$ cat src/rtl/millisecond_one_shot_timer_unit_assert.svh
// Assertion macros shared by the timer RTL
`ifndef MILLISECOND_ONE_SHOT_TIMER_UNIT_ASSERT_SVH
`define MILLISECOND_ONE_SHOT_TIMER_UNIT_ASSERT_SVH

// consequent must hold in the same cycle as the antecedent
`define MOTS_ASSERT_NOW(lbl, ante, cons, msg) \
	lbl: assert property (@(posedge clk) disable iff (!arst_n) (ante) |-> (cons)) \
		else $error(msg);

// consequent must hold in the cycle after the antecedent
`define MOTS_ASSERT_NEXT(lbl, ante, cons, msg) \
	lbl: assert property (@(posedge clk) disable iff (!arst_n) (ante) |=> (cons)) \
		else $error(msg);

`endif

$ cat src/rtl/mots_pkg.sv
// Types, constants and microcode table of the one-shot millisecond timer
package mots_pkg;

	localparam int TPM_W      = 17;
	localparam int OFS_W      = 10;
	localparam int MS_W       = 32;
	localparam int PSC_W      = 15;
	localparam int MUL_A_W    = 32;
	localparam int MUL_B_W    = 17;
	localparam int MUL_W      = MUL_A_W + MUL_B_W;
	localparam int ACC_W      = MUL_W + 1;
	localparam int STEP_W     = 4;
	localparam int IN_DATA_W  = 32;
	localparam int IN_USER_W  = 2;
	localparam int OUT_DATA_W = 40;
	localparam int ELAPSED_W  = 32;
	localparam int KPROD_W    = 64;

	localparam logic [MS_W-1:0]  RANGE_SHORT_MS = 32'd30000;
	localparam logic [MS_W-1:0]  RANGE_MID_MS   = 32'd3600000;
	localparam logic [PSC_W-1:0] PRESCALE_MID   = 15'd999;
	localparam logic [PSC_W-1:0] PRESCALE_LONG  = 15'd29999;
	localparam logic [TPM_W-1:0] MS_PER_S       = 17'd1000;
	localparam logic [TPM_W-1:0] DIV_LONG       = 17'd30000;
	localparam logic [TPM_W-1:0] TPM_RESET      = 17'd80000;

	// floor(x/d) = (x*ceil(2^k/d)) >> k for every 32-bit x with these pairs
	localparam logic [MS_W-1:0]  RECIP_MS_PER_S = 32'd274877907;
	localparam int               SHIFT_MS_PER_S = 38;
	localparam logic [MS_W-1:0]  RECIP_LONG     = 32'd2345624806;
	localparam int               SHIFT_LONG     = 46;

	typedef enum logic [1:0] {
		REQ_TICK  = 2'd0,
		REQ_START = 2'd1,
		REQ_STOP  = 2'd2
	} req_t;

	typedef enum logic {
		REG_TICKS_PER_MS = 1'b0,
		REG_CAL_OFFSET   = 1'b1
	} reg_idx_t;

	typedef enum logic [1:0] {
		JMP_NONE      = 2'd0,
		JMP_NOT_START = 2'd1,
		JMP_SHORT     = 2'd2,
		JMP_ALWAYS    = 2'd3
	} jmp_t;

	typedef enum logic [2:0] {
		MA_NONE = 3'd0,
		MA_Q1   = 3'd1,
		MA_R1   = 3'd2,
		MA_MS   = 3'd3,
		MA_CNT  = 3'd4
	} mula_t;

	// constant divisions go through the reciprocal product, ticks_per_ms through the divider
	typedef enum logic [1:0] {
		DV_NONE    = 2'd0,
		DV_MS_K    = 2'd1,
		DV_MUL_K   = 2'd2,
		DV_MUL_TPM = 2'd3
	} divop_t;

	typedef enum logic [1:0] {
		ACC_NONE  = 2'd0,
		ACC_LOAD  = 2'd1,
		ACC_ADD_Q = 2'd2
	} accop_t;

	typedef struct packed {
		jmp_t              jmp;
		logic [STEP_W-1:0] target;
		mula_t             mul_a;
		divop_t            div_op;
		logic              wait_div;
		accop_t            acc_op;
		logic              latch_q1;
		logic              wr_reload;
		logic              emit;
	} cw_t;

	typedef struct packed {
		logic is_start;
		logic short_rng;
		logic div_busy;
		logic out_full;
	} seq_cond_t;

	localparam logic [STEP_W-1:0] ST_ENTRY    = 4'd0;
	localparam logic [STEP_W-1:0] ST_RANGE    = 4'd1;
	localparam logic [STEP_W-1:0] ST_DIV_MS   = 4'd2;
	localparam logic [STEP_W-1:0] ST_GET_Q1   = 4'd3;
	localparam logic [STEP_W-1:0] ST_MUL_Q1   = 4'd4;
	localparam logic [STEP_W-1:0] ST_MUL_R1   = 4'd5;
	localparam logic [STEP_W-1:0] ST_DIV_FRAC = 4'd6;
	localparam logic [STEP_W-1:0] ST_ADD_FRAC = 4'd7;
	localparam logic [STEP_W-1:0] ST_MUL_MS   = 4'd8;
	localparam logic [STEP_W-1:0] ST_LOAD_MS  = 4'd9;
	localparam logic [STEP_W-1:0] ST_RELOAD   = 4'd10;
	localparam logic [STEP_W-1:0] ST_MUL_CNT  = 4'd11;
	localparam logic [STEP_W-1:0] ST_DIV_EL   = 4'd12;
	localparam logic [STEP_W-1:0] ST_EMIT     = 4'd13;

	// microprogram: reload computation for start, then elapsed time for every item
	function automatic cw_t ucode_rom(input logic [STEP_W-1:0] addr);
		cw_t w;
		w = '0;
		case (addr)
			ST_ENTRY: begin
				w.jmp    = JMP_NOT_START;
				w.target = ST_MUL_CNT;
			end
			ST_RANGE: begin
				w.jmp    = JMP_SHORT;
				w.target = ST_MUL_MS;
			end
			ST_DIV_MS: w.div_op = DV_MS_K;
			ST_GET_Q1: w.latch_q1 = 1'b1;
			ST_MUL_Q1: w.mul_a = MA_Q1;
			ST_MUL_R1: begin
				w.acc_op = ACC_LOAD;
				w.mul_a  = MA_R1;
			end
			ST_DIV_FRAC: w.div_op = DV_MUL_K;
			ST_ADD_FRAC: begin
				w.acc_op   = ACC_ADD_Q;
				w.jmp      = JMP_ALWAYS;
				w.target   = ST_RELOAD;
			end
			ST_MUL_MS:  w.mul_a = MA_MS;
			ST_LOAD_MS: w.acc_op = ACC_LOAD;
			ST_RELOAD:  w.wr_reload = 1'b1;
			ST_MUL_CNT: w.mul_a = MA_CNT;
			ST_DIV_EL:  w.div_op = DV_MUL_TPM;
			ST_EMIT: begin
				w.wait_div = 1'b1;
				w.emit     = 1'b1;
			end
			default: begin
				w.jmp    = JMP_ALWAYS;
				w.target = ST_MUL_CNT;
			end
		endcase
		return w;
	endfunction

endpackage

$ cat src/rtl/mots_div.sv
// Restoring divider, one quotient bit per cycle
module mots_div import mots_pkg::*; #(
	parameter int DW = 47
) (
	input  logic             clk,
	input  logic             arst_n,
	input  logic             start,
	input  logic [DW-1:0]    dividend,
	input  logic [TPM_W-1:0] divisor,
	output logic             busy,
	output logic [DW-1:0]    quotient
);

	localparam int CNT_W = $clog2(DW + 1);

	logic [TPM_W-1:0] rem_q;
	logic [DW-1:0]    quo_q;
	logic [TPM_W-1:0] dvs_q;
	logic [CNT_W-1:0] cnt_q;
	logic [TPM_W:0]   shifted;
	logic [TPM_W+1:0] diff;
	logic             take;

	assign shifted   = {rem_q, quo_q[DW-1]};
	assign diff      = {1'b0, shifted} - {2'b00, dvs_q};
	assign take      = !diff[TPM_W+1];
	assign busy      = (cnt_q != '0);
	assign quotient  = quo_q;

	always_ff @(posedge clk or negedge arst_n) begin
		if (!arst_n) begin
			cnt_q <= '0;
		end else if (start) begin
			cnt_q <= CNT_W'(DW);
		end else if (busy) begin
			cnt_q <= cnt_q - CNT_W'(1);
		end
	end

	always_ff @(posedge clk) begin
		if (start) begin
			rem_q <= '0;
			quo_q <= dividend;
			dvs_q <= divisor;
		end else if (busy) begin
			// keep the trial difference when it did not borrow
			rem_q <= take ? diff[TPM_W-1:0] : shifted[TPM_W-1:0];
			quo_q <= {quo_q[DW-2:0], take};
		end
	end

endmodule

$ cat src/rtl/mots_seq.sv
// Step counter and microcode lookup of the timer
module mots_seq import mots_pkg::*; (
	input  logic      clk,
	input  logic      arst_n,
	input  logic      launch,
	input  seq_cond_t cond,
	output cw_t       cw,
	output logic      active,
	output logic      go
);

	logic [STEP_W-1:0] step_q;
	logic              active_q;
	logic              taken;

	assign cw     = ucode_rom(step_q);
	assign active = active_q;
	// hold on a divider wait or on a full output register
	assign go     = active_q && !(cw.wait_div && cond.div_busy) && !(cw.emit && cond.out_full);

	always_comb begin
		case (cw.jmp)
			JMP_NONE:      taken = 1'b0;
			JMP_NOT_START: taken = !cond.is_start;
			JMP_SHORT:     taken = cond.short_rng;
			JMP_ALWAYS:    taken = 1'b1;
			default:       taken = 1'b0;
		endcase
	end

	always_ff @(posedge clk or negedge arst_n) begin
		if (!arst_n) begin
			active_q <= 1'b0;
			step_q   <= ST_ENTRY;
		end else if (!active_q) begin
			if (launch) begin
				active_q <= 1'b1;
				step_q   <= ST_ENTRY;
			end
		end else if (go) begin
			if (cw.emit) begin
				active_q <= 1'b0;
			end else begin
				step_q <= taken ? cw.target : step_q + STEP_W'(1);
			end
		end
	end

endmodule

$ cat src/rtl/millisecond_one_shot_timer_unit.sv
// Top level of the one-shot millisecond timer with range-selected prescaler.
// Tick and stop run only the elapsed-time steps; a start up to 30 s first gets its
// reload by one multiply, a longer one by reciprocal division. All wait on the serial
// division of DIV_W = max(COUNTER_WIDTH+15, 32) bits (47 by default) and on the output.
// One item at a time: s_tready returns once the result is in the output register.
// Reset: timer stopped, counters zero, reload all ones, ticks_per_ms 80000.
`include "millisecond_one_shot_timer_unit_assert.svh"
module millisecond_one_shot_timer_unit import mots_pkg::*; #(
	parameter int COUNTER_WIDTH = 32
) (
	input  logic                  clk,
	input  logic                  arst_n,
	// input stream
	input  logic                  s_tvalid,
	output logic                  s_tready,
	input  logic [IN_DATA_W-1:0]  s_tdata,  // [31:0] duration_ms
	input  logic [IN_USER_W-1:0]  s_tuser,  // [1:0] req_type
	// result stream
	output logic                  m_tvalid,
	input  logic                  m_tready,
	output logic [OUT_DATA_W-1:0] m_tdata,  // [0] expired, [1] running, [33:2] elapsed_ms
	// configuration writes
	input  logic                  cfg_valid,
	output logic                  cfg_ready,
	input  logic                  cfg_index,
	input  logic [TPM_W-1:0]      cfg_data
);

	// divider width covers both the millisecond value and counter*(prescale+1)
	localparam int DIV_W = (COUNTER_WIDTH + PSC_W > MS_W) ? COUNTER_WIDTH + PSC_W : MS_W;
	localparam logic [COUNTER_WIDTH-1:0] CNT_MAX = '1;

	// configuration
	logic [TPM_W-1:0]         tpm_q;
	logic [OFS_W-1:0]         ofs_q;
	// timer state
	logic                     enabled_q;
	logic [PSC_W-1:0]         psc_val_q;
	logic [PSC_W-1:0]         psc_cnt_q;
	logic [COUNTER_WIDTH-1:0] up_cnt_q;
	logic [COUNTER_WIDTH-1:0] reload_q;
	// item held for the microprogram
	logic [MS_W-1:0]          ms_q;
	logic                     start_q;
	logic                     short_q;
	logic                     long_q;
	logic                     exp_q;
	// datapath
	logic [MS_W-1:0]          q1_q;
	logic [PSC_W-1:0]         r1_q;
	logic [MUL_W-1:0]         mul_q;
	logic [ACC_W-1:0]         acc_q;
	logic [KPROD_W-1:0]       kprod_q;
	logic                     m_tvalid_q;
	logic [OUT_DATA_W-1:0]    m_tdata_q;

	logic                     accept;
	logic                     in_short;
	logic                     in_long;
	logic [PSC_W-1:0]         psc_sel;
	logic                     tick_wrap;
	logic                     tick_expire;
	cw_t                      seq_cw;
	logic                     seq_active;
	logic                     seq_go;
	seq_cond_t                seq_cond;
	logic [MUL_A_W-1:0]       mul_a_op;
	logic [MUL_B_W-1:0]       mul_b_op;
	logic [MUL_W-1:0]         mul_res;
	logic                     kdiv_start;
	logic [MS_W-1:0]          kdiv_x;
	logic [MS_W-1:0]          kdiv_m;
	logic [MS_W-1:0]          kdiv_d;
	logic [MS_W-1:0]          kquo;
	logic [MS_W-1:0]          krem;
	logic                     div_start;
	logic [DIV_W-1:0]         div_dividend;
	logic [TPM_W-1:0]         div_divisor;
	logic                     div_busy;
	logic [DIV_W-1:0]         div_quo;
	logic [ACC_W-1:0]         rel_sum;
	logic                     rel_sat;
	logic                     el_sat;
	logic [ELAPSED_W-1:0]     elapsed;

	assign accept    = s_tvalid && s_tready;
	assign s_tready  = !seq_active;
	assign cfg_ready = 1'b1;
	assign m_tvalid  = m_tvalid_q;
	assign m_tdata   = m_tdata_q;

	// range selection of the requested wait
	assign in_short = (s_tdata <= RANGE_SHORT_MS);
	assign in_long  = (s_tdata > RANGE_MID_MS);
	assign psc_sel  = in_short ? '0 : (in_long ? PRESCALE_LONG : PRESCALE_MID);

	// a tick advances the counter when the prescaler wraps; once it has reached reload it expires
	assign tick_wrap   = enabled_q && (psc_cnt_q >= psc_val_q);
	assign tick_expire = (s_tuser == REQ_TICK) && tick_wrap && (up_cnt_q >= reload_q);

	assign seq_cond.is_start  = start_q;
	assign seq_cond.short_rng = short_q;
	assign seq_cond.div_busy  = div_busy;
	assign seq_cond.out_full  = m_tvalid_q && !m_tready;

	mots_seq u_seq (
		.clk    (clk),
		.arst_n (arst_n),
		.launch (accept),
		.cond   (seq_cond),
		.cw     (seq_cw),
		.active (seq_active),
		.go     (seq_go)
	);

	// shared multiplier operands; the product is registered in mul_q
	always_comb begin
		case (seq_cw.mul_a)
			MA_Q1: begin
				mul_a_op = q1_q;
				mul_b_op = tpm_q;
			end
			MA_R1: begin
				mul_a_op = MUL_A_W'(r1_q);
				mul_b_op = tpm_q;
			end
			MA_MS: begin
				mul_a_op = ms_q;
				mul_b_op = tpm_q;
			end
			MA_CNT: begin
				mul_a_op = MUL_A_W'(up_cnt_q);
				mul_b_op = MUL_B_W'(psc_val_q) + MUL_B_W'(1);
			end
			default: begin
				mul_a_op = '0;
				mul_b_op = '0;
			end
		endcase
	end

	assign mul_res = MUL_W'(mul_a_op) * MUL_W'(mul_b_op);

	// division by 1000 or 30000: register the reciprocal product, take the quotient from
	// its upper bits a step later and the remainder by multiplying back
	assign kdiv_start = seq_go && ((seq_cw.div_op == DV_MS_K) || (seq_cw.div_op == DV_MUL_K));
	assign kdiv_x     = (seq_cw.div_op == DV_MS_K) ? ms_q : mul_q[MS_W-1:0];
	assign kdiv_m     = long_q ? RECIP_LONG : RECIP_MS_PER_S;
	assign kdiv_d     = MS_W'(long_q ? DIV_LONG : MS_PER_S);
	assign kquo       = long_q ? MS_W'(kprod_q >> SHIFT_LONG) : MS_W'(kprod_q >> SHIFT_MS_PER_S);
	assign krem       = ms_q - kquo * kdiv_d;

	// serial divider: counter*(prescale+1) by ticks_per_ms for the elapsed time
	assign div_start    = seq_go && (seq_cw.div_op == DV_MUL_TPM);
	assign div_dividend = DIV_W'(mul_q);
	assign div_divisor  = tpm_q;

	mots_div #(
		.DW (DIV_W)
	) u_div (
		.clk       (clk),
		.arst_n    (arst_n),
		.start     (div_start),
		.dividend  (div_dividend),
		.divisor   (div_divisor),
		.busy      (div_busy),
		.quotient  (div_quo)
	);

	// reload plus calibration offset, saturated to the counter range
	assign rel_sum = acc_q + ACC_W'(ofs_q);
	assign rel_sat = (rel_sum > ACC_W'(CNT_MAX));

	// elapsed time saturates at 32 bits; a zero divisor reads all ones
	assign el_sat  = (64'(div_quo) > 64'h0000_0000_FFFF_FFFF);
	assign elapsed = ((tpm_q == '0) || el_sat) ? '1 : div_quo[ELAPSED_W-1:0];

	// configuration registers and timer state
	always_ff @(posedge clk or negedge arst_n) begin
		if (!arst_n) begin
			tpm_q     <= TPM_RESET;
			ofs_q     <= '0;
			enabled_q <= 1'b0;
			psc_val_q <= '0;
			psc_cnt_q <= '0;
			up_cnt_q  <= '0;
			reload_q  <= CNT_MAX;
		end else begin
			if (cfg_valid && cfg_ready) begin
				case (cfg_index)
					REG_TICKS_PER_MS: tpm_q <= cfg_data;
					REG_CAL_OFFSET:   ofs_q <= cfg_data[OFS_W-1:0];
					default: ;
				endcase
			end
			if (accept) begin
				case (s_tuser)
					REQ_TICK: begin
						if (enabled_q) begin
							if (tick_wrap) begin
								psc_cnt_q <= '0;
								if (tick_expire) begin
									// one-shot: clear the counter and stop
									up_cnt_q  <= '0;
									enabled_q <= 1'b0;
								end else begin
									up_cnt_q <= up_cnt_q + COUNTER_WIDTH'(1);
								end
							end else begin
								psc_cnt_q <= psc_cnt_q + PSC_W'(1);
							end
						end
					end
					REQ_START: begin
						// reload follows from the microprogram before the result leaves
						psc_val_q <= psc_sel;
						psc_cnt_q <= '0;
						up_cnt_q  <= '0;
						enabled_q <= 1'b1;
					end
					REQ_STOP: enabled_q <= 1'b0;
					default: ;
				endcase
			end
			if (seq_go && seq_cw.wr_reload) begin
				reload_q <= rel_sat ? CNT_MAX : rel_sum[COUNTER_WIDTH-1:0];
			end
		end
	end

	// item capture and datapath registers
	always_ff @(posedge clk) begin
		if (accept) begin
			ms_q    <= s_tdata;
			start_q <= (s_tuser == REQ_START);
			short_q <= in_short;
			long_q  <= in_long;
			exp_q   <= tick_expire;
		end
		if (seq_go && (seq_cw.mul_a != MA_NONE)) begin
			mul_q <= mul_res;
		end
		if (kdiv_start) begin
			kprod_q <= KPROD_W'(kdiv_x) * KPROD_W'(kdiv_m);
		end
		if (seq_go && seq_cw.latch_q1) begin
			q1_q <= kquo;
			r1_q <= krem[PSC_W-1:0];
		end
		if (seq_go) begin
			case (seq_cw.acc_op)
				ACC_LOAD:  acc_q <= ACC_W'(mul_q);
				ACC_ADD_Q: acc_q <= acc_q + ACC_W'(kquo);
				default: ;
			endcase
		end
		if (seq_go && seq_cw.emit) begin
			m_tdata_q <= OUT_DATA_W'({elapsed, enabled_q, exp_q});
		end
	end

	// output register: hold the result until the sink takes it
	always_ff @(posedge clk or negedge arst_n) begin
		if (!arst_n) begin
			m_tvalid_q <= 1'b0;
		end else if (seq_go && seq_cw.emit) begin
			m_tvalid_q <= 1'b1;
		end else if (m_tready) begin
			m_tvalid_q <= 1'b0;
		end
	end

	`MOTS_ASSERT_NEXT(a_launch_runs, s_tvalid && s_tready, seq_active, "program not started after input transfer")
	`MOTS_ASSERT_NOW(a_div_idle, div_start, !div_busy, "divider restarted while busy")
	`MOTS_ASSERT_NEXT(a_emit_lands, seq_go && seq_cw.emit, m_tvalid && !seq_active, "result not placed in output register")
	`MOTS_ASSERT_NOW(a_expiry_stops, m_tvalid && m_tdata[0], !m_tdata[1], "expiry reported while timer still running")

endmodule

$ cat config.mk
export PLATFORM = sky130hd
export DESIGN_NAME = millisecond_one_shot_timer_unit
export DESIGN_NICKNAME = d
export VERILOG_FILES = /design/src/rtl/mots_pkg.sv /design/src/rtl/mots_div.sv /design/src/rtl/mots_seq.sv /design/src/rtl/millisecond_one_shot_timer_unit.sv
export VERILOG_INCLUDE_DIRS = /design/src /design/src/rtl
export SDC_FILE = /design/constraint.sdc
export NUM_CORES = 2
export LEC_CHECK = 0
export BUFFER_PORTS_ARGS = -buffer_cell sky130_fd_sc_hd__buf_2
export CORE_UTILIZATION = 55
export DETAILED_ROUTE_END_ITERATION = 12
export PLACE_DENSITY = 0.75
export RECOVER_POWER = 25
export SYNTH_ARGS = -nofsm -noshare
export SYNTH_HDL_FRONTEND = slang
export SYNTH_SLANG_ARGS = --single-unit
$ cat constraint.sdc
create_clock -name clk -period 18.8 [get_ports clk]
set_clock_uncertainty 0.1 [all_clocks]
set_input_delay 0 -clock clk [delete_from_list [all_inputs] [get_ports clk]]
set_output_delay 0 -clock clk [all_outputs]
set_load 0.02 [all_outputs]
* After elaboration in Yosys (flattened, before gate mapping)
Cells that the tools add are included.
** Operators by class
- Multipliers :: 3
- Magnitude comparators :: 6
- Reductions and logical operators :: 46
- Multiplexer cells :: 45
- Bitwise logic cells :: 1
- Add/sub/neg operators :: 9
- Equal/unequal tests :: 31
** Operators by type and width (count)
- 32-bit two-way mux :: 6
- 32-bit case mux with 4 select lines :: 1
- 50-bit case mux with 2 select lines :: 1
- 47-bit two-way mux :: 2
- 15-bit two-way mux :: 5
- 32-bit by 32-bit multiplier with 64-bit output :: 1
- 32-bit case mux with 2 select lines :: 1
- 50-bit by 10-bit adder with 50-bit output :: 1
- 50-bit by 26-bit adder with 50-bit output :: 1
- 50-bit by 32-bit > comparator with 1-bit output, second input constant :: 1
- 32-bit by 17-bit multiplier with 49-bit output :: 1
- 47-bit by 32-bit > comparator with 1-bit output, second input constant :: 1
- 17-bit case mux with 2 select lines :: 1
- 32-bit by 1-bit adder with 32-bit output, second input constant :: 1
- 32-bit >= comparator :: 1
- 32-bit by 22-bit > comparator with 1-bit output, second input constant :: 1
- 32-bit by 15-bit <= comparator with 1-bit output, second input constant :: 1
- 15-bit case mux with 2 select lines :: 1
- 26-bit by 15-bit multiplier with 15-bit output :: 1
- 26-bit two-way mux :: 1
- 4-bit == test, second input constant :: 6
- 6-bit case mux with 4 select lines :: 1
- 4-bit two-way mux :: 5
- 18-bit by 17-bit subtractor with 19-bit output :: 1
- other kinds (39) :: 98
** Storage, ports and cells
- Input bits :: 57
- Output and inout bits :: 43
- Flip-flop bits (word level) :: 495
- Logic and storage cells :: 167

* Longest topological paths before layout
- Depth after elaboration :: 9
- Mapped depth :: 39
- Depth with buffers taken out :: 35

* Hierarchy
Synthesis repeated with hierarchy kept, for this count alone.
** Unflattened totals
- Cells, all modules :: 6688
- Area total of the unflattened synthesis :: 66023.3 um^2
** By module, submodules not included
- millisecond_one_shot_timer_unit :: sequential area each 9910.8 um^2, cells each 6247, area an instance 60954.7 um^2, instances 1
- mots_div :: sequential area each 2412.3 um^2, cells each 352, area an instance 4374.2 um^2, instances 1
- mots_seq :: sequential area each 125.1 um^2, cells each 89, area an instance 694.4 um^2, instances 1

* Worst setup path after synthesis
Ideal clock, no wire load.
- Path type :: flip-flop to flip-flop
- Start point :: register u_seq.step_q[0]
- End point :: register kprod_q[61] (data pin)
- Required time :: 18.439 ns
- Cell stages (with the launch flop) :: 37
- Buffers on the path :: 4
- Library setup time :: 0.261 ns
- Arrival time :: 10.131 ns
- Period minus slack after synthesis :: 10.492 ns
- Slack :: 8.308 ns
- Cell sequence :: dfrtp_1 > inv_1 > ha_1 > clkbuf_1 > nand3_1 > o21ai_0 > ha_1 > clkbuf_1 > buf_1 > clkbuf_1 > mux2i_1 > nor2_1 > inv_1 > fa_1 > inv_1 > fa_1 > fa_1 > inv_1 > fa_1 > inv_1 > fa_1 > fa_1 > fa_1 > inv_1 > fa_1 > inv_1 > ha_1 > and4_1 > and3_1 > a41oi_1 > o21ai_0 > o211ai_1 > a21boi_1 > a31oi_1 > o311ai_2 > nor3_1 > a311o_1
** Between the ends
- Longest elaborated chain between the ends :: 5
- Elaborated cells between the ends (all ways) :: 7
- Those cells by class :: 1 x mul; 4 x eq/ne; 2 x mux
** RTL lines
- start, declared :: line mots_seq.sv:12 : logic [STEP_W-1:0] step_q;
- start signal, assigned :: line mots_seq.sv:44 : step_q <= taken ? cw.target : step_q + STEP_W'(1);
- 4-bit == test (tied with other cells) :: line mots_pkg.sv:111 : case (addr)
- 2-bit case mux with 3 select lines * :: line mots_pkg.sv:111
- 2-bit by 1-bit == test with 1-bit output * :: line millisecond_one_shot_timer_unit.sv:147 : assign kdiv_x = (seq_cw.div_op == DV_MS_K) ? ms_q : mul_q[MS_W-1:0];
- 32-bit two-way mux * :: line millisecond_one_shot_timer_unit.sv:147
- 32-bit by 32-bit multiplier with 64-bit output * :: line millisecond_one_shot_timer_unit.sv:244 : kprod_q <= KPROD_W'(kdiv_x) * KPROD_W'(kdiv_m);
- end signal, assigned :: line millisecond_one_shot_timer_unit.sv:244
- end, declared :: line millisecond_one_shot_timer_unit.sv:53 : logic [KPROD_W-1:0] kprod_q;
Mark *: on every way between the ends. The rest lies on a longest branch, timed or not.
A chain may end at the register's enable or synchronous reset.

* Worst setup path after layout
- Start point :: register long_q
- End point :: register kprod_q[61] (data pin)
** Between the ends
- Longest elaborated chain between the ends :: 2
** RTL lines
- start, declared :: line millisecond_one_shot_timer_unit.sv:46 : logic long_q;
- start signal, assigned :: line millisecond_one_shot_timer_unit.sv:237 : long_q <= in_long;
- 32-bit two-way mux :: line millisecond_one_shot_timer_unit.sv:148 : assign kdiv_m = long_q ? RECIP_LONG : RECIP_MS_PER_S;
- 32-bit by 32-bit multiplier with 64-bit output :: line millisecond_one_shot_timer_unit.sv:244
Every way passes these cells.

==> flow_metrics.tcl <==
set metrics [dict create \
    status "complete, but fails checks" \
    violations "max-capacitance violations, max-slew violations" \
    finalSetupTns_ns 0 \
    clk_latency_ns 0.63 \
    maxSlewViolCount 244 \
    firstDrtPassIters 8 \
    grt_pass1_wl_mm 312 \
    gr-usage-met2 0.537 \
    tightestPinTransition_ns 3.26 \
    post_drt_wl_per_cell_um 24.1 \
    finalCritPeriodShare 0.697 \
    crit_family "adder cells" \
    avgSynthCellArea_um2 9.57 \
    cpMaxStageDelayCell "clkbuf_1" \
    multi_input_area_um2 46600 \
    synth_seq_cells 439 \
    dp_hpwl_mm 172 \
    final_nets 8801 \
    hold_path_depth 2 \
    ys_seq_area_frac 0.191 \
    route.detailed.drc 0 \
    grt_max_degree 68 \
    worstPathArrival_ns 13.37 \
    grt-ovfl-total 0 \
    finalHoldViolCount 0 \
    critPathKind "register to register" \
    ys.flop_type "edfxtp_1" \
    via_per_inst 5.75 \
    clockBufferDepth 3 \
    holdPathEnd "ms_q[13]" \
    synth_area_um2 65200 \
    placed_cells 8373 \
    cts_tree "built" \
    vias 49200 \
    htree_levels 2 \
    grt_pass1_vias 50100 \
    cp_slowest_stage_delay_ns 1.89 \
    final-setup-viol-count 0 \
    fill_cells 9923 \
    hp-class "input pin to register" \
    cp.depth 27 \
    r2r_slack_ns 5.70 \
    rsz0062_at_grt "no" \
    cts.sinks 439 \
    cts_root_buffer "clkbuf_16" \
    crit_fanout 56 \
    row_count 125 \
    die_area_um2 120000 \
    path_buf_inv 8 \
    startpoint_type "register" \
    port_buffers 92 \
    wirelength_mm 206 \
    reg2reg_from "long_q" \
    ys_warn_count 0 \
    timing.hold.ws_ns 0.0716 \
    drtAntennaViolNets 0 \
    clk_pin_slew_ns 0.06 \
    syn_inst 6814 \
    antenna_found_initial 6 \
    core_area_um2 117000 \
    worstRegToRegCells 27 \
    crit_path_end_kind "register" \
    fp.dieH_um 346 \
    place_congestion 1.03 \
    slew_headroom -1.18 \
    drv_cap 5 \
    worstHoldStart "s_tdata[13]" \
    initial_core_util 0.558 \
    drive_gt1_frac 0.0442 \
    yosysUniqueCellTypes 89 \
    io_pins 100 \
    met3_usage 0.0761 \
    timing.fmax_mhz 76.4 \
    syn2layout_area_growth_pct 7.59 \
    worst_ep_required_time_ns 19.07 \
    fin_cells 8555 \
    top_usage_layer "met2" \
    ff_latch_area_um2 12400 \
    cts_buffers 51 \
    use_met1 0.489 \
    reg2reg_to "kprod_q[61]" \
    gr-usage-all-layers 0.350 \
    async_flop_share 0.278 \
    synth_edf_count 300 \
    drtIter0Drc 5391 \
    fin_crit_ns 13.10 \
    die_w_um 346 \
]
-- stage by stage --
stage	utilization	cell area, µm²	worst slack, ns
floorplan	-	65600	8.31
global placement	0.578	67600	7.27
detailed placement	0.578	67600	7.01
CTS	0.601	70200	6.94
global route	0.600	70100	5.34
finish	0.600	70100	5.70
-- sequential cells by signal, summed over array words and instances, names as in the netlist, 4 cells and up --
signal and flops:
div_divisor 17, u_div.dvs_q 17, r1_q 15, ms_q 32, kprod_q 26, reload_q 32, m_tdata 34, u_seq.step_q 4
psc_cnt_q 15, ofs_q 10, u_div.cnt_q 6, u_div.quotient 47, acc_q 50, u_div.rem_q 17, up_cnt_q 32, mul_q 49
q1_q 26
-- layout by cell type (no fill, tap or decap), types with 13 or more instances in the layout --
master	count
a21oi_1	206
conb_1	101
nor2b_1	39
and2_1	40
nand4_1	40
mux2_2	60
a21o_1	99
nand2b_1	64
and3_1	54
nand2_1	821
xnor2_1	146
o21ai_0	204
nor4_1	26
nand3_1	74
nor3_1	43
mux2i_1	44
o21bai_1	35
clkbuf_16	54
xor2_1	58
buf_4	52
a22oi_1	23
a21oi_2	13
fa_1	1112
nor2_1	505
dfxtp_1	17
a31oi_1	23
inv_1	1519
o21a_1	22
or2_2	13
ha_1	653
dfstp_2	32
clkbuf_1	83
dlygate4sd3_1	75
a211oi_1	20
buf_2	21
dfrtp_1	85
a222oi_1	16
edfxtp_1	300
-- worst max path at each step --
| stage | startpoint | to |
|---|---|---|
| after floorplan | u_seq.step_q[0] | kprod_q[61] |
| after global placement | u_seq.step_q[0] | kprod_q[61] |
| after detailed placement | u_seq.step_q[0] | kprod_q[61] |
| after CTS | u_seq.step_q[0] | kprod_q[61] |
| after global routing | long_q | kprod_q[61] |
| final | long_q | kprod_q[61] |
-- area by class of cell --
type,instances,share of cell area
antenna,12,0.000428
clock buffer,66,0.0206
sequential,439,0.177
inverter,1524,0.0816
tap,1524,0.0272
timing repair buffer,224,0.0218
multi-input combinational,4737,0.665
clock inverter,29,0.00621
-- layer usage --
layer / routed length [µm] / share of wire / vias up
met1: 82600 / 0.40 / 24600
met2: 91700 / 0.45 / 2590
met3: 22500 / 0.11 / 436
li1: - / - / 21600
met4: 9000 / 0.044 / 6
met5: 49 / 0.00024 / -
-- timing repair --
| action | CTS | global route |
|---|---|---|
| resized for setup | 0 | 0 |
| hold buffers | 75 | 0 |
| hold endpoints to repair | 135 | 0 |
| buffers inserted | 0 | 0 |
-- cell usage after synthesis (58+ instances only) --
| master | n | area, µm² |
|---|---|---|
| inv_1 | 1520 | 5710 |
| fa_1 | 1112 | 22300 |
| nand2_1 | 822 | 3090 |
| ha_1 | 655 | 8200 |
| nor2_1 | 508 | 1910 |
| edfxtp_1 | 300 | 9010 |
| a21oi_1 | 210 | 1050 |
| o21ai_0 | 204 | 1020 |
| clkbuf_1 | 172 | 646 |
| xnor2_1 | 146 | 1280 |
| a21o_1 | 99 | 743 |
| dfrtp_1 | 85 | 2130 |
| nand3_1 | 74 | 370 |
| nand2b_1 | 64 | 400 |
| mux2_2 | 60 | 676 |
| xor2_1 | 58 | 508 |
-- kinds of logic after synthesis --
| kind of cell | count (synthesis) | synth area share |
|---|---|---|
| DFF | 439 | 0.191 |
| AOI/OAI and AO/OA | 791 | 0.0777 |
| adders and majority gates | 1767 | 0.467 |
| xor gates and xnor gates | 204 | 0.0274 |
| muxes | 104 | 0.0171 |
| other | 2 | 0.000115 |
| and+or+nand+nor | 1770 | 0.118 |
| buffers and inverters | 1737 | 0.101 |
Power is not shown: default switching activity piles up to over one toggle a cycle in this logic, so the estimate is an artifact.
